==> src/rtl/core/knn_sel_pkg.sv <==
`default_nettype none
package knn_sel_pkg;

    localparam int REL_W    = 25;
    localparam int DIST_W   = 26;
    localparam int IDX_W    = 6;
    localparam int OUT_BITS = 9 * REL_W + DIST_W;
    localparam int OUT_TW   = ((OUT_BITS + 7) / 8) * 8;
    localparam int RANGE2_W = 2 * DIST_W;

    localparam logic [DIST_W-1:0] PAD_DISTANCE = DIST_W'(256000);
    localparam logic [DIST_W-1:0] DIST_MAX     = {DIST_W{1'b1}};

    localparam logic [1:0] CFG_ACTIVE  = 2'd0;
    localparam logic [1:0] CFG_WANTED  = 2'd1;
    localparam logic [1:0] CFG_SHARING = 2'd2;
    localparam logic [1:0] CFG_RANGE   = 2'd3;

    localparam logic KIND_WRITE = 1'b0;
    localparam logic KIND_QUERY = 1'b1;

    typedef struct packed {
        logic clr;
        logic ins;
    } knn_ctl_t;

endpackage
`default_nettype wire

==> src/rtl/core/knn_sel_isqrt.sv <==
`default_nettype none
module knn_sel_isqrt #(
    parameter int D2W = 52
) (
    input  wire logic                clk,
    input  wire logic                rst_n,
    input  wire logic                start,
    input  wire logic [D2W-1:0]      radicand,
    output logic                     done,
    output logic [D2W/2-1:0]         root
);
    import knn_sel_pkg::*;

    localparam int RW = D2W / 2;
    localparam int CW = $clog2(RW + 1);

    logic            busy_reg, busy_next;
    logic            done_reg, done_next;
    logic [CW-1:0]   cnt_reg, cnt_next;
    logic [RW+1:0]   rem_reg, rem_next;
    logic [RW-1:0]   root_reg, root_next;
    logic [D2W-1:0]  src_reg, src_next;
    logic [RW+1:0]   rem_sh;
    logic [RW+1:0]   trial;

    assign done = done_reg;
    assign root = root_reg;
    assign rem_sh = {rem_reg[RW-1:0], src_reg[D2W-1 -: 2]};
    assign trial  = {root_reg, 2'b01};

    always_comb
    begin
        busy_next = busy_reg;
        done_next = done_reg;
        cnt_next  = cnt_reg;
        rem_next  = rem_reg;
        root_next = root_reg;
        src_next  = src_reg;
        if (start)
        begin
            busy_next = 1'b1;
            done_next = 1'b0;
            cnt_next  = '0;
            rem_next  = '0;
            root_next = '0;
            src_next  = radicand;
        end
        else if (busy_reg)
        begin
            src_next = {src_reg[D2W-3:0], 2'b00};
            if (rem_sh >= trial)
            begin
                rem_next  = rem_sh - trial;
                root_next = {root_reg[RW-2:0], 1'b1};
            end
            else
            begin
                rem_next  = rem_sh;
                root_next = {root_reg[RW-2:0], 1'b0};
            end
            cnt_next = cnt_reg + 1'b1;
            if (cnt_reg == CW'(RW - 1))
            begin
                busy_next = 1'b0;
                done_next = 1'b1;
            end
        end
    end

    always_ff @(posedge clk or negedge rst_n)
    begin
        if (!rst_n)
        begin
            busy_reg <= 1'b0;
            done_reg <= 1'b0;
            cnt_reg  <= '0;
        end
        else
        begin
            busy_reg <= busy_next;
            done_reg <= done_next;
            cnt_reg  <= cnt_next;
        end
    end

    always_ff @(posedge clk)
    begin
        rem_reg  <= rem_next;
        root_reg <= root_next;
        src_reg  <= src_next;
    end

endmodule
`default_nettype wire

==> config.mk <==
export PLATFORM = sky130hd
export DESIGN_NAME = knn_sel_isqrt
export DESIGN_NICKNAME = d
export VERILOG_FILES = /design/src/rtl/core/knn_sel_pkg.sv /design/src/rtl/core/knn_sel_isqrt.sv
export SDC_FILE = /design/constraint.sdc
export NUM_CORES = 1
export LEC_CHECK = 0
export CELL_PAD_IN_SITES_DETAIL_PLACEMENT = 1
export CELL_PAD_IN_SITES_GLOBAL_PLACEMENT = 2
export CORE_MARGIN = 8
export CORE_UTILIZATION = 44
export DETAILED_ROUTE_END_ITERATION = 8
export DONT_BUFFER_PORTS = 1
export HOLD_SLACK_MARGIN = 0.15
export PLACE_DENSITY = 0.92
export SYNTH_ARGS = -nofsm -noshare
export SYNTH_HDL_FRONTEND = slang
export SYNTH_SLANG_ARGS = --single-unit
==> constraint.sdc <==
create_clock -name clk -period 6.3 [get_ports clk]
set_clock_uncertainty 0.1 [all_clocks]
set_input_delay 0.945 -clock clk [delete_from_list [all_inputs] [get_ports clk]]
set_output_delay 0.945 -clock clk [all_outputs]
set_load 0.01 [all_outputs]
# After elaboration in Yosys (flattened, before gate mapping)
# Cells that the tools add are included.
word_totals:
  ff_bits: 111
  inputBits: 55
  output_inout_bits: 27
  word_cells: 25
op_classes:
  add_sub_neg: 2
  n_lt_le_gt_ge: 1
  eq_ne: 1
  muxes: 12
  n_reduce_logical: 3
op_table:
  columns: ["cell", "count"]
  rows:
  - ["$mux W52", 2]
  - ["$ge A28 B28 Y1", 1]
  - ["$mux W26", 1]
  - ["$sub A26 B26 Y26", 1]
  - ["$mux W5", 2]
  - ["$mux W1", 7]
  - ["$add A5 B1 Y5 const B", 1]
  - ["$eq A5 B5 Y1 const B", 1]
  - ["$reduce_bool A2 Y1", 2]
  - ["$reduce_and A2 Y1", 1]

# Longest topological paths before layout
logic_depth:
  ltp_word: 4
  mapped_depth: 11
  ltp_nobuf: 9

# Worst setup path before layout
# No wires, ideal clock.
synth_path:
  path_type: "input port to flip-flop"
  from: "input start"
  to: "register src_reg[0] (enable)"
  arrival_time_ps: 2539
  t_required_ps: 5789
  path_slack_ps: 3250
  stages: 4
  path_buffers: 2
  path_cell_list: "clkbuf_1 -> inv_1 -> clkbuf_1 -> nand2_1"
synth_between:
  elab_chain_cells: 1
synth_rtl:
  columns: ["element", "line", "text"]
  rows:
  - ["from (decl)", "knn_sel_isqrt.sv:7", "input wire logic start,"]
  - ["$reduce_bool A2 Y1 (no line)", null, null]
  - ["to (signal assigned)", "knn_sel_isqrt.sv:90", "src_reg <= src_next;"]
  - ["to (decl)", "knn_sel_isqrt.sv:22", "logic [D2W-1:0] src_reg, src_next;"]
# No other way between the ends.
# A chain may end at the register's enable or synchronous reset.

# Worst setup path after layout
layout_path:
  from: "register root_reg[0] (netlist: root[0])"
  to: "register rem_reg[10]"
layout_between:
  elab_chain_cells: 2
  word_cells_on_any_way: 3
layout_rtl:
  columns: ["element", "line", "text"]
  rows:
  - ["from (decl)", "knn_sel_isqrt.sv:21", "logic [RW-1:0] root_reg, root_next;"]
  - ["from (signal assigned)", "knn_sel_isqrt.sv:89", "root_reg <= root_next;"]
  - ["$sub A26 B26 Y26 or $ge A28 B28 Y1 (tied branches)", "knn_sel_isqrt.sv:53, knn_sel_isqrt.sv:51", null]
  - ["$mux W26 (*)", "knn_sel_isqrt.sv:51", "if (rem_sh >= trial)"]
  - ["to (signal assigned)", "knn_sel_isqrt.sv:88", "rem_reg <= rem_next;"]
  - ["to (decl)", "knn_sel_isqrt.sv:20", "logic [RW+1:0] rem_reg, rem_next;"]
# Every way passes the cells marked *; elsewhere a longest branch is shown, timed or not.

==> impl_metrics.env <==
export IMPL_grt_first_pass_wirelength_um=25600
export IMPL_clockBufferDepth=2
export IMPL_status="completed"
export IMPL_peakVddDrop_v=0.000228
export IMPL_syn_avg_cell_area_um2=10.2
export IMPL_row_count=43
export IMPL_postCtsHoldBufs=0
export IMPL_crit_path_start_kind="flip-flop"
export IMPL_netlist_area_um2=6250
export IMPL_synth_area_top_cells="edfxtp_1 25%, dfxtp_1 17%, mux2_2 9.0%"
export IMPL_worstSetupEndpointType="flip-flop"
export IMPL_crit_chain="inv_1, ha_1, nor2b_4, o31a_4, o21ai_4, a221oi_2, o221ai_2, nand2_1, o311a_1"
export IMPL_path_clk_slew_ps=80
export IMPL_power_density_nw_per_um2=449
export IMPL_portBuffers=0
export IMPL_slew_violations=0
export IMPL_cts_buffers=9
export IMPL_ys_seq_area_share_pct=44.4
export IMPL_r2r_start="root[0]"
export IMPL_grt_antenna_before_repair=2
export IMPL_vias=4540
export IMPL_die_x_um=135
export IMPL_syn_nets=696
export IMPL_multi_input_area_um2=3160
export IMPL_fin_tns_setup_ps=0
export IMPL_seq_area_um2=2780
export IMPL_critPathSlowestCell="o221ai_2"
export IMPL_globalplace_congestion=0.843
export IMPL_synth_edf_count=52
export IMPL_grt_max_degree=108
export IMPL_num_fill_cells=1514
export IMPL_path_buf_inv=1
export IMPL_relSlewSlack_pct=22.5
export IMPL_ant_nets=0
export IMPL_fmax_mhz=282
export IMPL_yosys_warnings=0
export IMPL_maxCapViolCount=0
export IMPL_pre_cts_slack_ps=2770
export IMPL_die_area_um2=18300
export IMPL_gr_usage_all_layers_pct=17.6
export IMPL_areaGrowthSynthToFinish_pct=5.88
export IMPL_grt_setup_unrepaired="false"
export IMPL_netlist_area_leader_share_pct=25.0
export IMPL_critPathRequiredTime_ps=6440
export IMPL_p_leak_nw=2.69
export IMPL_io_pins=82
export IMPL_holdCritPathClass="input port to async pin"
export IMPL_worstPathMaxFanout=19
export IMPL_die_h_um=135
export IMPL_globalRouteOverflowTotal=0
export IMPL_synthFlopType="edfxtp_1"
export IMPL_insertion_delay_ps=360
export IMPL_layout_setup_ws_ps=2750
export IMPL_first_iter_violations=275
export IMPL_synth_seq_cells=111
export IMPL_core_um2=13900
export IMPL_cts_sinks=111
export IMPL_htreeDepth=3
export IMPL_largest_reg_flops=52
export IMPL_synth_cells=611
export IMPL_postLayoutCoreUtil_pct=47.7
export IMPL_dp_final_hpwl_um=11000
export IMPL_ys_types=70
export IMPL_viasPerCell=5.92
export IMPL_tritoncts="yes"
export IMPL_finalNetCount=666
export IMPL_cp_slowest_stage_delay_ps=850
export IMPL_ys_async_sr_fraction_pct=6.31
export IMPL_drive_above_1_share_pct=14.2
export IMPL_drt_wl_total_um=15600
export IMPL_cts_resized=0
export IMPL_start_util_pct=45.0
export IMPL_finalCritPeriodShare_pct=56.4
export IMPL_drc=0
export IMPL_finalSetupViolCount=0
export IMPL_cp_top_family="compound AO/OA/AOI/OAI gates"
export IMPL_grt_pass1_vias=4867
export IMPL_postCtsSetupBuffers=0
export IMPL_timing_critical_path_arrival_ps=3690
export IMPL_firstDrtPassIters=4
export IMPL_avgRoutedWirePerCell_um=20.4
export IMPL_crit_path_start="root[0]"
export IMPL_period_needed_ps=3550
export IMPL_tightest_slew_ps=1160
export IMPL_setup_worst_path_class="flip-flop to flip-flop"
export IMPL_root_buffer="clkbuf_16"
export IMPL_yosysTopAreaCell="edfxtp_1"
export IMPL_hold_viol=0
-- area by class of cell --
| type | instances | area share, % |
|---|---|---|
| inverter | 36 | 2.04 |
| antenna | 1 | 0.0378 |
| timing repair buffer | 1 | 0.113 |
| clock buffer | 10 | 3.46 |
| sequential | 111 | 42.0 |
| tap | 180 | 3.40 |
| clock inverter | 6 | 1.23 |
| multi-input combinational | 422 | 47.7 |
-- per-layer routing --
layer,routed length [um],track usage (%)
met2,7560,29.1
met5,22,0
met1,6560,20.3
met4,436,7.77
met3,1060,5.86
-- path summary, 6_finish.rpt --
| kind | end | slack, ps | depth (start not counted) |
|---|---|---|---|
| min in group clk | rem_reg[17] | 410 | 2 |
| max in group asynchronous | busy_reg | 5850 | 0 |
| hold / removal | cnt_reg[1] | 170 | 0 |
| setup / recovery | rem_reg[10] | 2750 | 9 |
| hold reg to reg | rem_reg[17] | 410 | 2 |
| setup reg to reg | rem_reg[10] | 2750 | 9 |
-- report_power, final --
part           leakage (nW)  switching (W)  internal (W)  total (W)
combinational          1.46       0.000836      0.000590    0.00143
clock                 0.153       0.000287      0.000321   0.000607
sequential             1.07      0.0000772      0.000861   0.000938
total                  2.69        0.00120       0.00177    0.00297
-- worst register-to-register path, stage by stage (launching register included) --
cell      delay [ps]
dfxtp_1          430
inv_1             70
ha_1             350
nor2b_4          150
o31a_4           300
o21ai_4          250
a221oi_2         110
o221ai_2         850
nand2_1          420
o311a_1          390
-- synthesized netlist by cell type, drive strengths merged (3+ instances only) --
cell type,count
a21oi,20
edfxtp,52
dfrtp,7
clkbuf,28
a21o,4
o311a,5
nand3,25
and2,3
o211ai,10
nor2,69
a311oi,15
and3,9
o31ai,4
o21ai,29
nand2,28
nand4,9
xnor2,13
a221oi,4
nand2b,3
o21a,5
o311ai,4
mux2i,26
a31oi,4
inv,35
ha,30
xor2,11
nor3,3
buf,14
mux2,50
dfxtp,52
a211oi,7
-- stage by stage --
step / std cells / hold WS (ps) / instance area (um2) / total power (W)
floorplan: 611 / 365 / 6250 / 0.00206
global placement: 750 / 372 / 6310 / 0.00232
detailed placement: 750 / 400 / 6310 / 0.00237
CTS: 766 / 158 / 6620 / 0.00299
global route: 766 / 154 / 6620 / 0.00318
finish: 767 / 174 / 6620 / 0.00297
-- kinds of logic (layout without fill, tap and decap cells) --
kind of cell,after synthesis,count (layout),share of synthesized area [%]
flip-flops,111,111,44.4
multiplexers,76,76,13.2
AO/OA/AOI/OAI,127,127,15.2
other,0,1,0
adder cells (fa/ha/maj),30,30,6.00
buffers and inverters,78,53,5.06
XOR/XNOR,24,24,3.36
AND/OR/NAND/NOR,165,165,12.8
-- layout by cell type, fill, tap and decap left out, types with 6 or more instances in the layout --
| cell | count |
|---|---|
| nor2_1 | 69 |
| inv_1 | 35 |
| a311oi_1 | 14 |
| xor2_1 | 11 |
| dfxtp_1 | 52 |
| a21oi_1 | 19 |
| o211ai_1 | 10 |
| nand4_1 | 9 |
| clkbuf_16 | 9 |
| mux2i_1 | 26 |
| nand3_1 | 25 |
| mux2_2 | 50 |
| edfxtp_1 | 52 |
| o21ai_0 | 24 |
| nand2_1 | 27 |
| ha_1 | 30 |
| and3_1 | 9 |
| xnor2_1 | 13 |
| dfrtp_1 | 6 |
No activity file was read; power rests on OpenSTA's default activity.
