### src/rtl/core/knn_sel_pkg.sv
`default_nettype none
package knn_sel_pkg;

    localparam int REL_W    = 25;
    localparam int DIST_W   = 26;
    localparam int IDX_W    = 6;
    localparam int OUT_BITS = 9 * REL_W + DIST_W;
    localparam int OUT_TW   = ((OUT_BITS + 7) / 8) * 8;
    localparam int RANGE2_W = 2 * DIST_W;

    localparam logic [DIST_W-1:0] PAD_DISTANCE = DIST_W'(256000);
    localparam logic [DIST_W-1:0] DIST_MAX     = {DIST_W{1'b1}};

    localparam logic [1:0] CFG_ACTIVE  = 2'd0;
    localparam logic [1:0] CFG_WANTED  = 2'd1;
    localparam logic [1:0] CFG_SHARING = 2'd2;
    localparam logic [1:0] CFG_RANGE   = 2'd3;

    localparam logic KIND_WRITE = 1'b0;
    localparam logic KIND_QUERY = 1'b1;

    typedef struct packed {
        logic clr;
        logic ins;
    } knn_ctl_t;

endpackage
`default_nettype wire

### src/rtl/core/knn_sel_cell.sv
`default_nettype none
module knn_sel_cell #(
    parameter int D2W = 52,
    parameter int AW  = 6
) (
    input  wire logic                clk,
    input  wire logic                rst_n,
    input  wire knn_sel_pkg::knn_ctl_t ctl,
    input  wire logic [D2W-1:0]      new_d2,
    input  wire logic [AW-1:0]       new_who,
    input  wire logic                prev_take,
    input  wire logic                prev_valid,
    input  wire logic [D2W-1:0]      prev_d2,
    input  wire logic [AW-1:0]       prev_who,
    output logic                     take,
    output logic                     valid,
    output logic [D2W-1:0]           d2,
    output logic [AW-1:0]            who
);
    import knn_sel_pkg::*;

    logic           valid_reg;
    logic [D2W-1:0] d2_reg;
    logic [AW-1:0]  who_reg;

    assign take  = !valid_reg || (new_d2 < d2_reg);
    assign valid = valid_reg;
    assign d2    = d2_reg;
    assign who   = who_reg;

    always_ff @(posedge clk or negedge rst_n)
    begin
        if (!rst_n)
        begin
            valid_reg <= 1'b0;
        end
        else if (ctl.clr)
        begin
            valid_reg <= 1'b0;
        end
        else if (ctl.ins && take)
        begin
            valid_reg <= prev_take ? prev_valid : 1'b1;
        end
    end

    // shift down from the neighbor, or drop the new candidate in here
    always_ff @(posedge clk)
    begin
        if (ctl.ins && take)
        begin
            if (prev_take)
            begin
                d2_reg  <= prev_d2;
                who_reg <= prev_who;
            end
            else
            begin
                d2_reg  <= new_d2;
                who_reg <= new_who;
            end
        end
    end

endmodule
`default_nettype wire

### config.mk
export PLATFORM = sky130hd
export DESIGN_NAME = knn_sel_cell
export DESIGN_NICKNAME = d
export VERILOG_FILES = /design/src/rtl/core/knn_sel_pkg.sv /design/src/rtl/core/knn_sel_cell.sv
export SDC_FILE = /design/constraint.sdc
export NUM_CORES = 1
export LEC_CHECK = 0
export ABC_AREA = 1
export BUFFER_PORTS_ARGS = -buffer_cell sky130_fd_sc_hd__buf_2
export CAP_MARGIN = 25
export CORE_ASPECT_RATIO = 0.9
export CORE_MARGIN = 5
export CORE_UTILIZATION = 47
export DETAILED_ROUTE_END_ITERATION = 7
export PLACE_DENSITY_LB_ADDON = 0.2
export REMOVE_ABC_BUFFERS = 1
export SLEW_MARGIN = 20
export SYNTH_ARGS = -nofsm -noshare
export SYNTH_HDL_FRONTEND = slang
export SYNTH_SLANG_ARGS = --single-unit
### constraint.sdc
create_clock -name clk -period 5.4 [get_ports clk]
set_input_delay 0.27 -clock clk [delete_from_list [all_inputs] [get_ports clk]]
set_output_delay 0.27 -clock clk [all_outputs]
set_load 0.01 [all_outputs]
# Word level (Yosys, flattened, before mapping)
# Cells that the tools add are included.
# word_totals
reg_bits	59
inputBits	122
out_inout_bits	60
wordCells	13
# classes
n_lt_le_gt_ge	1
n_mux	5
reduce_logical	4
# op_table
cell	n
$lt A52 B52 Y1	1
$mux W52	1
$mux W6	1
$mux W1	3
$reduce_bool A2 Y1	1
$logic_and A1 B1 Y1	1
$logic_not A1 Y1	1
$logic_or A1 B1 Y1	1

# Depth between registers and ports, before layout
# Gate-level depths: netlist of run 1.
# depth
word_depth	5
depth_mapped	16

# Worst setup path after synthesis of run 1
# No wires, ideal clock.
# synth_timing
path_type	flip-flop to flip-flop
startpoint	register d2_reg[51] (netlist: d2[51])
endpoint	register d2_reg[0] (netlist: d2[0]), enable pin
setup_time_ps	489
arrival_time_ps	4008
t_required_ps	4911
setup_slack_ps	902
path_stages_with_launch	14
n_path_buf	0
period_less_slack_ps	4498
path_cell_list	edfxtp_1 -> inv_1 -> ha_1 -> nand2_1 -> inv_2 -> nand2_2 -> nor2_4 -> nand2_2 -> inv_1 -> nand2_1 -> nand2_1 -> nor2_1 -> nand2_2 -> a21boi_1
# synth_between
elab_chain_len	3
# synth_lines
item	line	source
start: declaration	knn_sel_cell.sv:23	logic [D2W-1:0] d2_reg;
start signal: assignment	knn_sel_cell.sv:54	d2_reg <= prev_d2;
start signal: assignment	knn_sel_cell.sv:59	d2_reg <= new_d2;
$lt A52 B52 Y1	knn_sel_cell.sv:26	assign take = !valid_reg || (new_d2 < d2_reg);
$logic_or A1 B1 Y1	knn_sel_cell.sv:26	
$logic_and A1 B1 Y1	knn_sel_cell.sv:50	if (ctl.ins && take)
# Every way passes these cells.
# A chain may end at the register's enable or synchronous reset.

# Worst setup path after layout of run 1
# layout_timing
startpoint	register d2_reg[51] (netlist: d2[51])
endpoint	register d2_reg[6] (netlist: d2[6]), enable pin
# Same word-level chain as after synthesis.

==> impl_metrics.ini, run 1 <==
[timing]
fin_setup_tns_ps = 0
setup_slack_ps = 2390
finalCritPeriodShare = 0.557
slew_viol_final = 0
setup_viol = 0
hold_viol_final = 0
period_needed_ps = 3010
worst_pin_slew_ps = 637
relSlewSlack = 0.575
fin_skew_ps = 9.89
fin_hold_ws_ps = 162
max_freq_mhz = 332
rsz0062_at_grt = false

[clock_tree]
cts_buffer_depth = 2
htree_levels = 3
cts_setup_buffers = 0
cts_inserted_buffers = 9
clock_sinks = 59
cts_tree = done
clock_latency_ps = 340
cts_root_buffer = clkbuf_8
cts_resized = 0
path_clk_slew_ps = 70
cts-hold-fix-buffers = 1

[placement]
port_buffers = 181
hpwl_microns = 8250
gp_congestion = 0.820
pre_cts_ws_ps = 2370

[finish]
n_antenna_cell = 0
largest_reg_flops = 52
fin_nets = 856
drive_above_1_share = 0.318
synthToLayoutAreaGrowth_pct = 30.5

[logic_synthesis]
syn_inst = 500
synth.distinct_cells = 23
synth_edf_count = 58
synthArstFlopShare = 0.0169
synth_top_area_frac = 0.437
ys_ff_latch = 59
yosys-top-cells-area = edfxtp_1, nand2_1, ha_1
synth_seq_area_share = 0.444
yosys_warnings = 0
synth_area_leader_cell = edfxtp_1
avgSynthCellArea_sq_um = 7.96
synthTopCellsByCount = nand2_1, inv_1, edfxtp_1
synth_most_common_cell = nand2_1
synth_flop_cell = edfxtp_1
synth_area_sq_um = 3980

[floorplanning]
die_area_sq_um = 10400
ios = 182
core-area_sq_um = 8150
die_h_microns = 97.3
fp-row-count = 31
die-width_microns = 107
start_util = 0.489

[critical_path]
critPathArrivalTime_ps = 2990
start_kind = register
crit_fanout = 42
setup.worst_path.class = register to register
setup.worst_path.end_class = register
required_ps = 5370

[routing]
drt_iter0_markers = 168
dr.pass1.iters = 4
wl_per_cell_microns = 13.3
wl_microns = 10500
via_count = 3695
drc = 0
viasPerCell = 4.70
antenna_left = 0

[global_route]
grt_pass1_vias = 3824
antenna_found_initial = 0
grt_max_degree = 61
grt_usage = 0.206
grt_pass1_wl_microns = 17200
grt_overflow = 0

[power]
combPwrFrac = 0.239
p_int_uw = 887
netSwitchingFraction = 0.294
p_sw_uw = 369
power_density_nw_per_um2 = 242
ir_worst_vdd_uv = 131
power.share.clock = 0.307
p_leak_uw = 0.00302
power_frac_seq = 0.454

[run]
maxCapViolCount = 0

[run_status]
status = completed

[worst_hold_path]
hold_path.class = input port to register
[critical path: stages (launching register included)]
cell and delay, ps:
edfxtp_1 390, inv_1 80, ha_1 240, nand2_1 100, inv_2 40, nand2_2 80
inv_1 40, a21oi_1 240, nand2_1 80, nor2_1 130, nand2_2 90, a21boi_4 510
buf_4 580
[stage by stage]
| step | cell area, sq um | instances | utilization | power (uW) |
|---|---|---|---|---|
| 2_1_floorplan | 3930 | 487 | - | 745 |
| 3_3_place_gp | 4980 | 769 | 0.612 | 870 |
| 5_1_grt | 5200 | 787 | 0.638 | 1340 |
| 6_report | 5200 | 787 | 0.638 | 1260 |
| 4_1_cts | 5180 | 786 | 0.635 | 1270 |
| 3_5_place_dp | 4980 | 769 | 0.612 | 882 |
[power groups by stage]
| stage | combinational [uW] | clock, uW | sequential [uW] |
|---|---|---|---|
| CTS | 304 | 396 | 571 |
| floorplan | 145 | 0 | 600 |
| global route | 346 | 419 | 574 |
| global placement | 291 | 0 | 579 |
| finish | 300 | 386 | 570 |
| detailed placement | 302 | 0 | 580 |
[kinds of logic after synthesis]
kind of cell / count (synthesis) / share of synthesized area
AOI/OAI and AO/OA: 26 / 0.0371
adders and majority gates: 51 / 0.160
buffers and inverters: 91 / 0.0874
DFF: 59 / 0.444
and+or+nand+nor: 273 / 0.272
[final cells by class]
type	instances	area, sq um
inverters	78	293
well taps	99	124
clock buffers	10	128
repair buffers	185	951
multi-input cells	350	1880
clock inverters	6	56.3
fillers	753	2950
flip-flops and latches	59	1770
[metal layers]
layer | share of wire | wire, microns | up-vias | GRT usage
li1 | - | - | 1930 | -
met1 | 0.42 | 4440 | 1634 | 0.243
met2 | 0.49 | 5150 | 124 | 0.364
met3 | 0.079 | 828 | 7 | 0.0671
met4 | 0.0072 | 76 | 0 | 0.0413
met5 | 0 | 0 | - | 0
[cells in the final DEF (no fill, tap or decap), drive strengths merged]
cell type	synthesis	final
buf	5	184
nor2	20	20
nor3	1	1
o21ai	3	3
a21boi	2	2
ha	51	51
dlygate4sd3	0	1
clkbuf	8	10
a21o	5	5
edfxtp	58	58
nand4	3	3
nand2	246	246
bufinv	0	1
clkinvlp	0	1
inv	77	77
nand3	3	3
clkinv	1	5
dfrtp	1	1
a21oi	16	16
[path summary, 6_finish.rpt]
path	cells after the start	slack, ps	to	from
max reg2reg	12	2390	d2[6]	d2[51]
max in group asynchronous	2	5080	valid	rst_n
min	4	160	valid	ctl[1]
min in group asynchronous	2	240	valid	rst_n
max	12	2390	d2[6]	d2[51]
min reg2reg	4	720	valid	valid
(Power assumes the default switching activity.)
==> run 2: changes to the inputs <==
- clock period: 5.4 -> 2.8 ns (I/O delays scaled with it)
==> run 2 against run 1 <==
Effect of this change: clock skew rose by 5.7 ps; via count is 0.70% lower; critical path depth did not move; critical endpoint is now d2[3]; highest routed layer unchanged.
==> impl_metrics.ini, run 2 (same netlist as run 1, synthesis figures left out) <==
[run_status]
status = completed

[critical_path]
start_kind = register
r2r_cells = 12
cp_slowest_cell = buf_4
setup.worst_path.class = register to register
startpoint = d2[51]
timing.rr.start = d2[51]
crit_chain = inv_1 > ha_1 > nand2_1 > inv_2 > nand2_2 > inv_1 > a21oi_1 > nand2_1 > nor2_1 > nand2_2 > a21boi_4 > buf_4
required_ps = 2760
critPathArrivalTime_ps = 2410
r2r_slack_ps = 360
setup.worst_path.end_class = register
cp_slowest_stage_delay_ps = 430
timing.rr.end = d2[3]
cp-endpoint = d2[3]
crit_fanout = 35

[clock_tree]
clock_latency_ps = 330
cts_resized = 0
clock_sinks = 59
cts_tree = done
htree_levels = 3
cts_buffer_depth = 2
path_clk_slew_ps = 70
cts_inserted_buffers = 9
cts_root_buffer = clkbuf_8

[floorplanning]
ios = 182
die_h_microns = 97.3
fp-row-count = 31
die_area_sq_um = 10400
core-area_sq_um = 8150
start_util = 0.489
die-width_microns = 107

[routing]
wl_per_cell_microns = 12.8
viasPerCell = 4.66
dr.pass1.iters = 4
drt_iter0_markers = 122
antenna_left = 0
wl_microns = 10100
via_count = 3669
drc = 0

[global_route]
grt_pass1_wl_microns = 16400
antenna_found_initial = 0
grt_usage = 0.195
grt_max_degree = 60
grt_pass1_vias = 3623
grt_overflow = 0

[placement]
dp.cells = 770
dpl_cell_area_sq_um = 4990
gp_congestion = 0.807
hpwl_microns = 7980
port_buffers = 181

[timing]
max_freq_mhz = 409
worst_pin_slew_ps = 618
fin_skew_ps = 15.6
rsz0062_at_grt = false
hold_viol_final = 0
finalCritPeriodShare = 0.873
slew_viol_final = 0
relSlewSlack = 0.588
period_needed_ps = 2440
setup_viol = 0

[power]
ir_worst_vdd_uv = 243
power_density_nw_per_um2 = 473
p_leak_uw = 0.00303

[finish]
seqCellArea_sq_um = 1770
fin_nets = 857
drive_above_1_share = 0.321
final_cell_count_no_fill = 788
synthToLayoutAreaGrowth_pct = 31.4
nFillCells = 718
n_antenna_cell = 0
largest_reg_flops = 52
multi_input_area_sq_um = 1880
final_common_cell = nand2_1
final_cell_mix = nand2_1, buf_2, inv_1
final_area_sq_um = 5230

[worst_hold_path]
hold_path.class = input port to register

[run]
maxCapViolCount = 0
run 2: layout make-up:
type	instances	area share
Tap cell	99	0.0237
Clock inverter	4	0.00956
Sequential cell	59	0.338
Clock buffer	12	0.0297
Timing Repair Buffer	186	0.185
Inverter	78	0.0560
Multi-Input combinational cell	350	0.359
run 2: worst min-delay path by stage:
stage | start | end | slack, ps | depth (start not counted)
floorplan | rst_n | valid | -160 | 0
global placement | rst_n | valid | -80 | 1
detailed placement | rst_n | valid | -80 | 1
CTS | ctl[1] | valid | 30 | 4
global route | ctl[1] | valid | 40 | 4
finish | ctl[1] | valid | 50 | 4
run 2: repair_timing:
action,4_1_cts,5_1_grt
endpoints found under the hold margin,1,0
endpoints found under the setup margin,0,0
buffers inserted,0,0
hold buffers,1,0
run 2: power by group:
group	leakage (uW)	total, uW	switching [uW]	internal [uW]
registers	0.000581	1100	32.7	1060
clock network	0.0000986	799	341	459
logic	0.00235	580	335	245
total	0.00303	2480	708	1770
run 2: metrics by stage:
| stage | setup TNS (ps) | power, uW | worst slack (ps) | util | hold slack [ps] |
|---|---|---|---|---|---|
| final | 0 | 2480 | 357 | 0.642 | 48.0 |
| after global routing | 0 | 2620 | 126 | 0.642 | 40.2 |
| after CTS | 0 | 2500 | 344 | 0.639 | 31.4 |
| after detailed placement | 0 | 1700 | 380 | 0.613 | -79.8 |
| after global placement | 0 | 1680 | 451 | 0.613 | -84.8 |
| after floorplan | -98470 | 1440 | -1700 | - | -156 |
run 2: metal layers:
| metal | GRT usage | wire [microns] |
|---|---|---|
| met2 | 0.339 | 4850 |
| met1 | 0.236 | 4380 |
| met3 | 0.0551 | 759 |
| met4 | 0.0521 | 91 |
| met5 | 0 | 0 |
run 2: critical path, delay by kind of cell (launching register included):
| family | cells | cell delay [ps] |
|---|---|---|
| DFF | 1 | 390 |
| adders and majority gates | 1 | 240 |
| AOI/OAI and AO/OA | 2 | 360 |
| and+or+nand+nor | 5 | 470 |
| buffers and inverters | 4 | 580 |
==> run 3: changes to the inputs <==
- RECOVER_POWER: not set -> 100
==> run 3 against run 2 <==
Effect of this change: the flow now finishes with violations (capacitance limit, slew limit); worst setup slack got worse by 33 ps; sequential cell count stayed put; largest cell class unchanged; routed wire length up 0.47%; critical path type unchanged; power shrank 0.56%; via count fell by 0.82%; critical endpoint is now d2[45]; final area fell by 1.6%; global-route usage stayed put; hold slack improved by 1.5 ps.
==> impl_metrics.ini, run 3 (same netlist as run 1, synthesis figures left out) <==
[floorplanning]
fp-row-count = 31
die_h_microns = 97.3
ios = 182
core-area_sq_um = 8150
die_area_sq_um = 10400
die-width_microns = 107
start_util = 0.489

[power]
power_density_nw_per_um2 = 478
ir_worst_vdd_uv = 243
p_leak_uw = 0.00285

[timing]
max_freq_mhz = 404
worst_pin_slew_ps = 2600
hold_viol_final = 0
rsz0062_at_grt = false
relSlewSlack = -0.733
setup_slack_ps = 324
finalCritPeriodShare = 0.884
slew_viol_final = 60
period_needed_ps = 2480
fin_skew_ps = 15.2
setup_viol = 0
fin_setup_tns_ps = 0

[clock_tree]
clock_sinks = 59
clock_latency_ps = 330
cts_root_buffer = clkbuf_8
path_clk_slew_ps = 80
cts_buffer_depth = 2
cts_setup_buffers = 0
cts_inserted_buffers = 9
cts_tree = done
htree_levels = 3

[global_route]
grt_overflow = 0
grt_pass1_wl_microns = 16400
grt_usage = 0.195
grt_max_degree = 60
antenna_found_initial = 0
grt_pass1_vias = 3623

[placement]
gp_congestion = 0.807
dpl_cell_area_sq_um = 4990
pre_cts_ws_ps = 380
port_buffers = 181
hpwl_microns = 7980

[routing]
drt_iter0_markers = 128
wl_per_cell_microns = 12.8
viasPerCell = 4.62
dr.pass1.iters = 4
wl_microns = 10100
via_count = 3639
drc = 0
antenna_left = 0

[finish]
largest_reg_flops = 52
final_cell_mix = nand2_1, buf_2, inv_1
final_common_cell = nand2_1
synthToLayoutAreaGrowth_pct = 29.3
final_area_sq_um = 5150
fin_nets = 857
n_antenna_cell = 0
fin_util = 0.632
drive_above_1_share = 0.226

[critical_path]
required_ps = 2760
setup.worst_path.class = register to register
setup.worst_path.end_class = register
start_kind = register
crit_fanout = 35
critPathArrivalTime_ps = 2430

[run]
maxCapViolCount = 1

[run_status]
violations = capacitance limit, slew limit
status = complete, but fails checks

[worst_hold_path]
hold_path.class = input port to register
-- run 3: cell types whose count changed in the layout (fill, tap and decap cells not counted), sizes merged --
| cell | delta |
|---|---|
| clkbuf | +64 |
| buf | -64 |
-- run 3: area by class of cell --
class / count / area (sq um)
well taps: 99 / 124
clock inverters: 4 / 50.0
multi-input cells: 350 / 1880
inverters: 78 / 293
flip-flops and latches: 59 / 1770
clock buffers: 12 / 155
fillers: 762 / 3000
repair buffers: 186 / 882
-- run 3: layer usage --
layer	GRT usage	share of wire	vias up
met5	0	0	-
met2	0.339	0.48	112
met4	0.0521	0.0087	0
met1	0.236	0.44	1584
li1	-	-	1934
met3	0.0551	0.073	9
-- run 3: path summary, 6_finish.rpt --
path	cells past startpoint	start	slack [ps]	to
hold reg to reg	4	valid	750	valid
hold / removal	4	ctl[1]	50	valid
max in group asynchronous	2	rst_n	2560	valid
setup reg to reg	12	d2[51]	320	d2[45]
setup / recovery	12	d2[51]	320	d2[45]
min in group asynchronous	2	rst_n	140	valid
-- run 3: stage by stage --
step	power, uW	hold slack, ps	cells
final	2460	49.5	788
after detailed placement	1700	-79.8	770
after CTS	2500	31.4	787
after global routing	2610	40.2	788
after floorplan	1440	-156	487
after global placement	1680	-84.8	770
-- run 3: worst max-delay path, cell delays in order (launching register included) --
cell and delay [ps]:
edfxtp_1 400, inv_1 70, ha_1 240, nand2_1 100, inv_2 40, nand2_2 80, inv_1 40, a21oi_1 220
nand2_1 80, nor2_1 120, nand2_2 90, a21boi_4 130, clkbuf_4 480
-- run 3: power by group --
group	total, uW	leakage [uW]	switching (uW)	internal, uW
Sequential	1100	0.000581	34.5	1060
Clock	801	0.0000986	342	459
Combinational	562	0.00217	334	227
Total	2460	0.00285	711	1750
-- run 3: timing repair --
| action | in CTS | in global routing |
|---|---|---|
| gates resized for setup | 0 | 0 |
| endpoints found under the setup margin | 0 | 0 |
| endpoints found under the hold margin | 1 | 0 |
| hold buffers | 1 | 0 |
